File: src/hdl/tcrb_pkg.sv
`default_nettype none

package tcrb_pkg;

  localparam int MAX_COLUMNS = 128;
  localparam int MAX_ROWS    = 64;
  localparam int TAB_SPACES  = 2;
  localparam int STORE_CELLS = MAX_COLUMNS * MAX_ROWS;

  localparam int ADDR_W    = $clog2(STORE_CELLS);
  localparam int FILL_W    = $clog2(STORE_CELLS + 1);
  localparam int CHAR_W    = 8;
  localparam int COLS_W    = 8;
  localparam int ROWS_W    = 7;
  localparam int BS_W      = 5;
  localparam int ROWIDX_W  = 6;
  localparam int COLIDX_W  = 7;
  localparam int CMD_W     = 2;
  localparam int CFG_IDX_W = 2;
  localparam int CFG_DAT_W = 8;
  localparam int MOD_CNT_W = $clog2(FILL_W);
  localparam int TAB_CNT_W = $clog2(TAB_SPACES + 1);

  localparam logic [COLS_W-1:0] COLS_RESET = 8'd79;
  localparam logic [ROWS_W-1:0] ROWS_RESET = 7'd30;
  localparam logic [BS_W-1:0]   BS_RESET   = 5'd8;

  localparam logic [CHAR_W-1:0] CH_TAB       = 8'd9;
  localparam logic [CHAR_W-1:0] CH_NL        = 8'd10;
  localparam logic [CHAR_W-1:0] CH_CR        = 8'd13;
  localparam logic [CHAR_W-1:0] CH_CTRL_MAX  = 8'd27;
  localparam logic [CHAR_W-1:0] CH_SPACE     = 8'd32;
  localparam logic [CHAR_W-1:0] CH_PRINT_MAX = 8'd127;

  typedef enum logic [CMD_W-1:0] {
    CMD_PUT   = 2'd0,
    CMD_READ  = 2'd1,
    CMD_CLEAR = 2'd2,
    CMD_NOP   = 2'd3
  } cmd_e;

  typedef enum logic [CFG_IDX_W-1:0] {
    REG_COLUMNS   = 2'd0,
    REG_ROWS      = 2'd1,
    REG_BACKSPACE = 2'd2
  } reg_e;

  typedef enum logic [2:0] {
    K_NOP,
    K_PRINT,
    K_TAB,
    K_NL,
    K_BS,
    K_READ,
    K_CLEAR
  } kind_e;

  typedef enum logic [4:0] {
    OP_IDLE,
    OP_LOAD,
    OP_TOTAL,
    OP_START,
    OP_PR_SETTLE,
    OP_NL_SETUP,
    OP_RD_CHECK,
    OP_BASE,
    OP_MOD_START,
    OP_MOD_WAIT,
    OP_PUT,
    OP_NL_WRITE,
    OP_NL_SETTLE,
    OP_RD_MEM,
    OP_BS,
    OP_CLEAR,
    OP_RESULT
  } dp_op_e;

  typedef enum logic [3:0] {
    ST_IDLE,
    ST_DECODE,
    ST_START,
    ST_PR_SETTLE,
    ST_NL_CHECK,
    ST_RD_CHECK,
    ST_BASE,
    ST_MOD_START,
    ST_MOD_WAIT,
    ST_PUT,
    ST_NL_WRITE,
    ST_NL_SETTLE,
    ST_RD_MEM,
    ST_BS,
    ST_CLEAR,
    ST_FINISH
  } state_e;

  typedef struct packed {
    dp_op_e op;
  } dp_cmd_t;

  typedef struct packed {
    kind_e kind;
    logic  rd_hit;
    logic  nl_write;
    logic  nl_last;
    logic  mod_done;
  } dp_stat_t;

endpackage

`default_nettype wire

File: src/hdl/tcrb_ctrl.sv
`default_nettype none

module tcrb_ctrl import tcrb_pkg::*; (
  input  wire logic     clk_i,
  input  wire logic     rst_ni,
  input  wire logic     in_valid_i,
  output logic          in_ready_o,
  output logic          out_valid_o,
  input  wire logic     out_ready_i,
  input  wire dp_stat_t stat_i,
  output dp_cmd_t       cmd_o
);

  state_e               state_q, state_d;
  logic                 out_valid_q, out_valid_d;
  logic [TAB_CNT_W-1:0] tab_cnt_q, tab_cnt_d;

  always_ff @(posedge clk_i or negedge rst_ni) begin
    if (!rst_ni) begin
      state_q     <= ST_IDLE;
      out_valid_q <= 1'b0;
      tab_cnt_q   <= '0;
    end else begin
      state_q     <= state_d;
      out_valid_q <= out_valid_d;
      tab_cnt_q   <= tab_cnt_d;
    end
  end

  always_comb begin
    state_d     = state_q;
    out_valid_d = out_valid_q && !out_ready_i;
    tab_cnt_d   = tab_cnt_q;
    in_ready_o  = 1'b0;
    cmd_o.op    = OP_IDLE;
    unique case (state_q)
      ST_IDLE: begin
        in_ready_o = 1'b1;
        if (in_valid_i) begin
          cmd_o.op  = OP_LOAD;
          tab_cnt_d = '0;
          state_d   = ST_DECODE;
        end
      end
      ST_DECODE: begin
        cmd_o.op = OP_TOTAL;
        unique case (stat_i.kind)
          K_BS:    state_d = ST_BS;
          K_CLEAR: state_d = ST_CLEAR;
          K_NOP:   state_d = ST_FINISH;
          K_PRINT, K_TAB, K_NL, K_READ: state_d = ST_START;
        endcase
      end
      ST_START: begin
        cmd_o.op = OP_START;
        if (stat_i.kind == K_NL) begin
          state_d = ST_NL_CHECK;
        end else if (stat_i.kind == K_READ) begin
          state_d = ST_RD_CHECK;
        end else begin
          state_d = ST_PR_SETTLE;
        end
      end
      ST_PR_SETTLE: begin
        cmd_o.op = OP_PR_SETTLE;
        state_d  = ST_BASE;
      end
      ST_NL_CHECK: begin
        cmd_o.op = OP_NL_SETUP;
        state_d  = stat_i.nl_write ? ST_BASE : ST_NL_SETTLE;
      end
      ST_RD_CHECK: begin
        cmd_o.op = OP_RD_CHECK;
        state_d  = stat_i.rd_hit ? ST_BASE : ST_FINISH;
      end
      ST_BASE: begin
        cmd_o.op = OP_BASE;
        state_d  = ST_MOD_START;
      end
      ST_MOD_START: begin
        cmd_o.op = OP_MOD_START;
        state_d  = ST_MOD_WAIT;
      end
      ST_MOD_WAIT: begin
        cmd_o.op = OP_MOD_WAIT;
        if (stat_i.mod_done) begin
          if (stat_i.kind == K_READ) begin
            state_d = ST_RD_MEM;
          end else if (stat_i.kind == K_NL) begin
            state_d = ST_NL_WRITE;
          end else begin
            state_d = ST_PUT;
          end
        end
      end
      ST_PUT: begin
        cmd_o.op = OP_PUT;
        if (stat_i.kind == K_TAB && tab_cnt_q != TAB_CNT_W'(TAB_SPACES - 1)) begin
          tab_cnt_d = tab_cnt_q + TAB_CNT_W'(1);
          state_d   = ST_START;
        end else begin
          state_d = ST_FINISH;
        end
      end
      ST_NL_WRITE: begin
        cmd_o.op = OP_NL_WRITE;
        if (stat_i.nl_last) begin
          state_d = ST_NL_SETTLE;
        end
      end
      ST_NL_SETTLE: begin
        cmd_o.op = OP_NL_SETTLE;
        state_d  = ST_FINISH;
      end
      ST_RD_MEM: begin
        cmd_o.op = OP_RD_MEM;
        state_d  = ST_FINISH;
      end
      ST_BS: begin
        cmd_o.op = OP_BS;
        state_d  = ST_FINISH;
      end
      ST_CLEAR: begin
        cmd_o.op = OP_CLEAR;
        state_d  = ST_FINISH;
      end
      ST_FINISH: begin
        if (!out_valid_q || out_ready_i) begin
          cmd_o.op    = OP_RESULT;
          out_valid_d = 1'b1;
          state_d     = ST_IDLE;
        end
      end
    endcase
  end

  assign out_valid_o = out_valid_q;

endmodule

`default_nettype wire

File: config.mk
export PLATFORM = sky130hd
export DESIGN_NAME = tcrb_ctrl
export DESIGN_NICKNAME = d
export VERILOG_FILES = /design/src/hdl/tcrb_pkg.sv /design/src/hdl/tcrb_ctrl.sv
export SDC_FILE = /design/constraint.sdc
export NUM_CORES = 1
export LEC_CHECK = 0
export CORE_MARGIN = 5
export CORE_UTILIZATION = 55
export CTS_CLUSTER_DIAMETER = 50
export DETAILED_ROUTE_END_ITERATION = 10
export DONT_BUFFER_PORTS = 1
export HOLD_SLACK_MARGIN = 0.05
export MAX_ROUTING_LAYER = met4
export PLACE_DENSITY_LB_ADDON = 0.25
export SYNTH_ARGS = -nofsm -noshare
export SYNTH_HDL_FRONTEND = slang
export SYNTH_SLANG_ARGS = --single-unit
File: constraint.sdc
create_clock -name clk_i -period 1.81 [get_ports clk_i]
set_input_delay 0.362 -clock clk_i [delete_from_list [all_inputs] [get_ports clk_i]]
set_output_delay 0.362 -clock clk_i [all_outputs]
set_load 0.05 [all_outputs]
==> run_results.csv, run 1 <==
group,metric,value,unit
critical_path,path_cells,"ha_2, or4b_4, or4_4, nand3_2, o21ai_2",
yosys,syn_nets,115,
worst_hold_path,hold_class,"in2reg",
cts,clk-insertion-delay-late,0.26,ns
sta,worstMarginPinSlew,0.390,ns
cells_and_area,finalNonFillerCells,138,
yosys,yosys.area.top_type,"dfrtp_1",
yosys,synth.avg_cell_area,7.46,µm²
route,drt_iter0_drc,26,
cells_and_area,fin_util,82.4,%
outcome,outcome,"finished with violations",
floorplanning,dieArea,0.00224,mm²
power_and_ir_drop,internal_power,1.24,mW
global_route,grt_usage,24.1,%
floorplanning,die_h,47.4,µm
sta,grt_setup_unrepaired,"true",
placed_design,place_area,942,µm²
route,met1_length,905,µm
route,dr_wl_met2,1250,µm
yosys,async_flop_share,100,%
route,drc,0,
critical_path,max_stage_delay,0.50,ns
route,via_per_inst,6.34,
power_and_ir_drop,leakagePower,0.443,nW
yosys,synth.top_cells.by_count,"9 x o21ai_0, 8 x a21oi_1, 8 x nor2_1, 7 x dfrtp_1",
worst_hold_path,hold_path_depth,2,
floorplanning,fp.dieW,47.4,µm
route,highest_layer,"met4",
cts,clock-sinks,7,
power_and_ir_drop,seq_power_share,13.1,%
cts,htree_levels,1,
cells_and_area,fillers,81,
global_route,grt_max_degree,17,
sta,max_freq,551,MHz
power_and_ir_drop,power.switching,1.30,mW
power_and_ir_drop,switching_share,51.2,%
route,vias,875,
yosys,netlist_area,768,µm²
route,met3_length,241,µm
power_and_ir_drop,vdd_ir_drop_max,1.15,mV
cells_and_area,area_growth,41.4,%
sta,finalClockSkew,0.00419,ns
sta,hold_violations,0,
global_route,grt_pass1_vias,801,
sta,period_share,100,%
global_route,grt.overflow.total,0,
cts,cts_root_buffer,"clkbuf_4",
critical_path,reg2reg_slack,-0.004,ns
placed_design,dp_slack,-0.00831,ns
critical_path,reg2reg_from,"tab_cnt_q[0]",
critical_path,path_max_fanout,4,
floorplanning,ios,18,
yosys,synth_edf_count,0,
route,wl_per_cell,17.6,µm
yosys,synth_cells,103,
cts,clk_pin_slew,0.05,ns
yosys,yosysMostFrequentCell,"o21ai_0",
global_route,antenna_found_initial,0,
cells_and_area,drive_gt1_share,39.8,%
cells_and_area,multi_input_area,608,µm²
route,wl,2430,µm
cells_and_area,finalInstanceArea,0.00109,mm²
critical_path,cp_slowest_cell,"or4b_4",
sta,finalSetupTns,-0.00427,ns
placed_design,placed_cells,125,
critical_path,start_kind,"flop",
route,firstDrtPassIters,4,
sta,finalSetupViolCount,1,
cells_and_area,ff_latch_area,179,µm²
yosys,synth_top_cell_area_share,22.8,%
sta,relSlewSlack,73.9,%
power_and_ir_drop,clockPowerShare,5.9,%
critical_path,worstSetupPathType,"reg2reg",
critical_path,reg2regPathDepth,5,
placed_design,hpwl,1620,µm
yosys,synth_ff_type,"dfrtp_1",
cts,clock_path_buffers,2,
cells_and_area,final_nets,136,
critical_path,cp.required,1.96,ns
global_route,grt_pass1_wl,3650,µm
yosys,ys_types,37,
sta,setup_ws,-0.00427,ns
floorplanning,core,0.00132,mm²
floorplanning,initial_core_util,58.3,%
power_and_ir_drop,p_per_area,2340,mW/mm²
yosys,yosys_warnings,0,
critical_path,arrival,1.96,ns
placed_design,place_congestion,0.940,
run,maxCapViolations,0,
critical_path,r2r_end,"tab_cnt_q[0]",
critical_path,end_kind,"flop",
worst_hold_path,holdCritStartpoint,"out_ready_i",
worst_hold_path,holdPathEnd,"out_valid_o",
yosys,synth_area_leaders,"dfrtp_1 23%, o21ai_0 5.9%, buf_6 5.9%, a21oi_1 5.2%, nand3_1 3.9%",
placed_design,io_buffers,0,
cts,numCtsBuffers,3,
route,ant_nets,0,
cells_and_area,n_antenna_cell,0,
power_and_ir_drop,p_comb_share,81.0,%
yosys,synth-seq-cells,7,
floorplanning,row_count,13,
outcome,violations,"negative setup slack",
yosys,ys_seq_area_share,22.8,%
cts,cts_tree,"built",
sta,fin_crit,1.81,ns
sta,drv_slew,0,
==> layout make-up <==
cell class	instances	share of cell area, %
sequential	7	16.5
tap	15	1.73
multi-input combinational	83	56.0
inverter	4	1.38
clock buffer	4	2.42
timing repair buffer	25	22.0
==> per-layer routing <==
metal | track usage, % | vias to the layer above
met3 | 7.66 | 4
met1 | 28.9 | 405
met5 | - | -
met2 | 38.2 | 51
met4 | 7.18 | 0
li1 | - | 415
==> power by group through the flow <==
stage	clock network (mW)	registers [mW]	logic [mW]
after floorplan	0	0.329	1.26
after global placement	0	0.352	1.76
after detailed placement	0	0.358	1.80
after CTS	0.151	0.361	1.82
after global routing	0.159	0.346	2.18
final	0.151	0.332	2.06
==> how the worst max path moves through the flow <==
stage | from | slack (ns) | end | depth (start not counted)
after global routing | tab_cnt_q[0] | -0.05 | tab_cnt_q[1] | 5
after CTS | state_q[1] | -0.06 | cmd_o[3] | 4
after floorplan | state_q[2] | -0.03 | tab_cnt_q[0] | 5
after global placement | tab_cnt_q[0] | 0.05 | tab_cnt_q[0] | 5
after detailed placement | tab_cnt_q[0] | -0.008 | state_q[3] | 6
final | tab_cnt_q[0] | -0.004 | tab_cnt_q[0] | 5
==> repair_timing <==
item / 4_1_cts / 5_1_grt
setup endpoints to repair: 7 / 10
resized for setup: 4 / 9
setup buffers: 0 / 9
endpoints found under the hold margin: 7 / 0
pin swaps: 0 / 4
hold buffers: 1 / 0
==> metrics by stage <==
| stage | power (mW) | hold WS, ns |
|---|---|---|
| final | 2.54 | 0.352 |
| after global routing | 2.69 | 0.376 |
| after CTS | 2.33 | 0.340 |
| after detailed placement | 2.15 | 0.0665 |
| after global placement | 2.11 | 0.0666 |
| after floorplan | 1.59 | 0.0664 |
==> critical path: cells and delay by family, from the launching register on <==
kind / cells / cell delay (ns)
flip-flops: 1 / 0.38
AO/OA/AOI/OAI: 1 / 0.05
adder cells (fa/ha/maj): 1 / 0.18
AND/OR/NAND/NOR: 3 / 1.08
==> cells in the final DEF (no fill, tap or decap), types with 2 or more instances in the layout <==
cell and instances:
inv_1 4, nor2_1 8, buf_6 3, a31oi_1 4, nand3b_1 2, nor3_1 3, buf_12 3, nand2_1 6
nor2b_1 2, dfrtp_1 4, or2_2 3, o21a_1 2, nand3_2 3, o21ai_1 4, a21oi_1 7, o21ai_0 9
nand3_1 3, dfrtp_2 3, buf_4 18, o32ai_1 2, clkbuf_4 3
==> sequential cells by signal (all words and copies together), names as in the netlist <==
register and cells:
out_valid_o 1, state_q 4, tab_cnt_q 2
==> logic make-up (layout without fill, tap and decap cells) <==
family,Yosys count,in the layout,synth area share [%]
buf+inv,13,33,10.4
xor+xnor,5,5,5.70
simple gates,43,43,33.4
flops,7,7,22.8
compound gates,34,34,26.1
fa+ha+maj,1,1,1.63
(Power assumes the default switching activity.)
==> run 2, diff against run 1 <==
- CORE_ASPECT_RATIO: not set -> 1.4
- CORE_UTILIZATION: 55 -> 30
- GPL_ROUTABILITY_DRIVEN: not set -> 0
==> run 2 against run 1 <==
Effect of this change:
- the flow now finishes without violations
- first-iteration DRC count decreased by 31%
- sequential power increased by 17%
- critical path depth increased by 1
- setup slack improved by 0.021 ns
- clock skew decreased by 0.0030 ns
- power decreased by 2.3%
- clock power decreased by 9%
- largest cell class unchanged
==> run_results.csv, run 2 (synthesized netlist as in run 1, its figures left out) <==
group,metric,value,unit
placed_design,hpwl,1730,µm
floorplanning,die_h,69.9,µm
floorplanning,row_count,21,
route,via_per_inst,5.32,
critical_path,cp.required,1.94,ns
sta,finalSetupViolCount,0,
route,wl,2190,µm
global_route,grt_pass1_vias,843,
sta,period_share,99.1,%
critical_path,worstSetupPathType,"reg2reg",
global_route,grt.overflow.total,0,
placed_design,place_area,993,µm²
cells_and_area,final_common_cell,"buf_4",
route,firstDrtPassIters,4,
cts,cts_root_buffer,"clkbuf_4",
cts,numCtsBuffers,3,
critical_path,end_kind,"flop",
global_route,grt_pass1_wl,3790,µm
placed_design,io_buffers,0,
power_and_ir_drop,total_power,2.48,mW
floorplanning,ios,18,
cts,clock_path_buffers,2,
cts,htree_levels,1,
power_and_ir_drop,vdd_ir_drop_max,0.893,mV
cells_and_area,regMostFlops,"state_q",
sta,hold_ws,0.350,ns
route,drt_iter0_drc,18,
cts,clock-sinks,7,
sta,finalClockSkew,0.00122,ns
global_route,grt_max_degree,14,
cells_and_area,n_antenna_cell,0,
critical_path,reg2regPathDepth,6,
route,ant_nets,0,
sta,grt_setup_unrepaired,"true",
cts,cts_tree,"built",
route,drc,0,
placed_design,placed_cells,146,
floorplanning,core,0.00242,mm²
critical_path,path_max_fanout,4,
power_and_ir_drop,leakagePower,0.431,nW
cells_and_area,finalNonFillerCells,155,
critical_path,arrival,1.93,ns
global_route,grt_usage,13.3,%
sta,max_freq,558,MHz
critical_path,start_kind,"flop",
cells_and_area,final_nets,134,
cells_and_area,drive_gt1_share,38.0,%
floorplanning,fp.dieW,52.8,µm
worst_hold_path,hold_path_depth,2,
route,wl_per_cell,14.1,µm
global_route,antenna_found_initial,0,
power_and_ir_drop,p_per_area,2270,mW/mm²
sta,hold_violations,0,
sta,drv_slew,0,
sta,finalSetupTns,0,ns
sta,worstMarginPinSlew,0.319,ns
outcome,outcome,"complete, no violations",
sta,relSlewSlack,78.7,%
cts,clk-insertion-delay-late,0.24,ns
floorplanning,initial_core_util,31.8,%
sta,fin_crit,1.79,ns
run,maxCapViolations,0,
cells_and_area,area_growth,42.2,%
cells_and_area,layout_common_cells,"17 x buf_4, 9 x o21ai_0, 8 x nor2_1, 7 x a21oi_1, 6 x nand2_1",
cts,clk_pin_slew,0.05,ns
cells_and_area,largest_register_ffs,4,
worst_hold_path,hold_class,"in2reg",
cells_and_area,finalInstanceArea,0.00109,mm²
route,vias,825,
floorplanning,dieArea,0.00369,mm²
run 2: cell count changes in the layout (fill, tap and decap cells not counted):
| cell | before | now |
|---|---|---|
| buf_6 | 3 | 1 |
| buf_12 | 3 | 4 |
| buf_4 | 18 | 17 |
| dfrtp_1 | 4 | 3 |
| dfrtp_2 | 3 | 4 |
| o21ai_1 | 4 | 5 |
| o21ai_2 | 1 | 0 |
| o31ai_1 | 0 | 1 |
| o31ai_2 | 1 | 0 |
run 2: worst paths after layout:
path / from / slack, ns / end
worst max-delay path: tab_cnt_q[1] / 0.02 / tab_cnt_q[0]
worst min register to register: tab_cnt_q[1] / 0.53 / tab_cnt_q[1]
max in group asynchronous: rst_ni / 1.10 / state_q[3]
worst min-delay path: out_ready_i / 0.35 / out_valid_o
worst max register to register: tab_cnt_q[1] / 0.02 / tab_cnt_q[0]
min in group asynchronous: rst_ni / 0.45 / out_valid_o
run 2: cell type report:
| type | count | area, µm² |
|---|---|---|
| fillers | 251 | 1330 |
| multi-input cells | 83 | 599 |
| repair buffers | 23 | 229 |
| flip-flops and latches | 7 | 180 |
| well taps | 34 | 42.5 |
| clock buffers | 4 | 26.3 |
| inverters | 4 | 15.0 |
run 2: stage by stage:
step | setup WS (ns) | utilization [%]
after floorplan | -0.0308 | -
after global placement | 0.0542 | 41.1
after detailed placement | 0.0182 | 41.1
after CTS | 0.000530 | 42.9
after global routing | -0.0696 | 45.2
final | 0.0163 | 45.2
run 2: repair_timing:
item / CTS / global route
hold buffers: 1 / 0
pin swaps: 0 / 2
setup buffers: 0 / 4
resized for setup: 3 / 7
endpoints found under the hold margin: 7 / 0
setup endpoints to repair: 3 / 7
run 2: per-layer routing:
metal | GRT usage, % | vias up | wire (µm)
li1 | - | 411 | -
met1 | 16.9 | 391 | 901
met2 | 20.7 | 21 | 1140
met3 | 1.91 | 2 | 130
met4 | 5.40 | 0 | 14
met5 | - | - | 0
run 2: critical path, cell delays in order, from the launching register on:
cell,delay (ns)
dfrtp_1,0.36
inv_1,0.06
ha_2,0.17
or4b_4,0.50
or4_4,0.46
nand3_2,0.09
o21ai_1,0.05
run 2: report_power, final:
| part | leakage [nW] | internal (mW) | switching, mW |
|---|---|---|---|
| logic | 0.333 | 0.905 | 1.05 |
| registers | 0.0823 | 0.247 | 0.142 |
| clock network | 0.0150 | 0.0838 | 0.0528 |
| total | 0.431 | 1.24 | 1.25 |
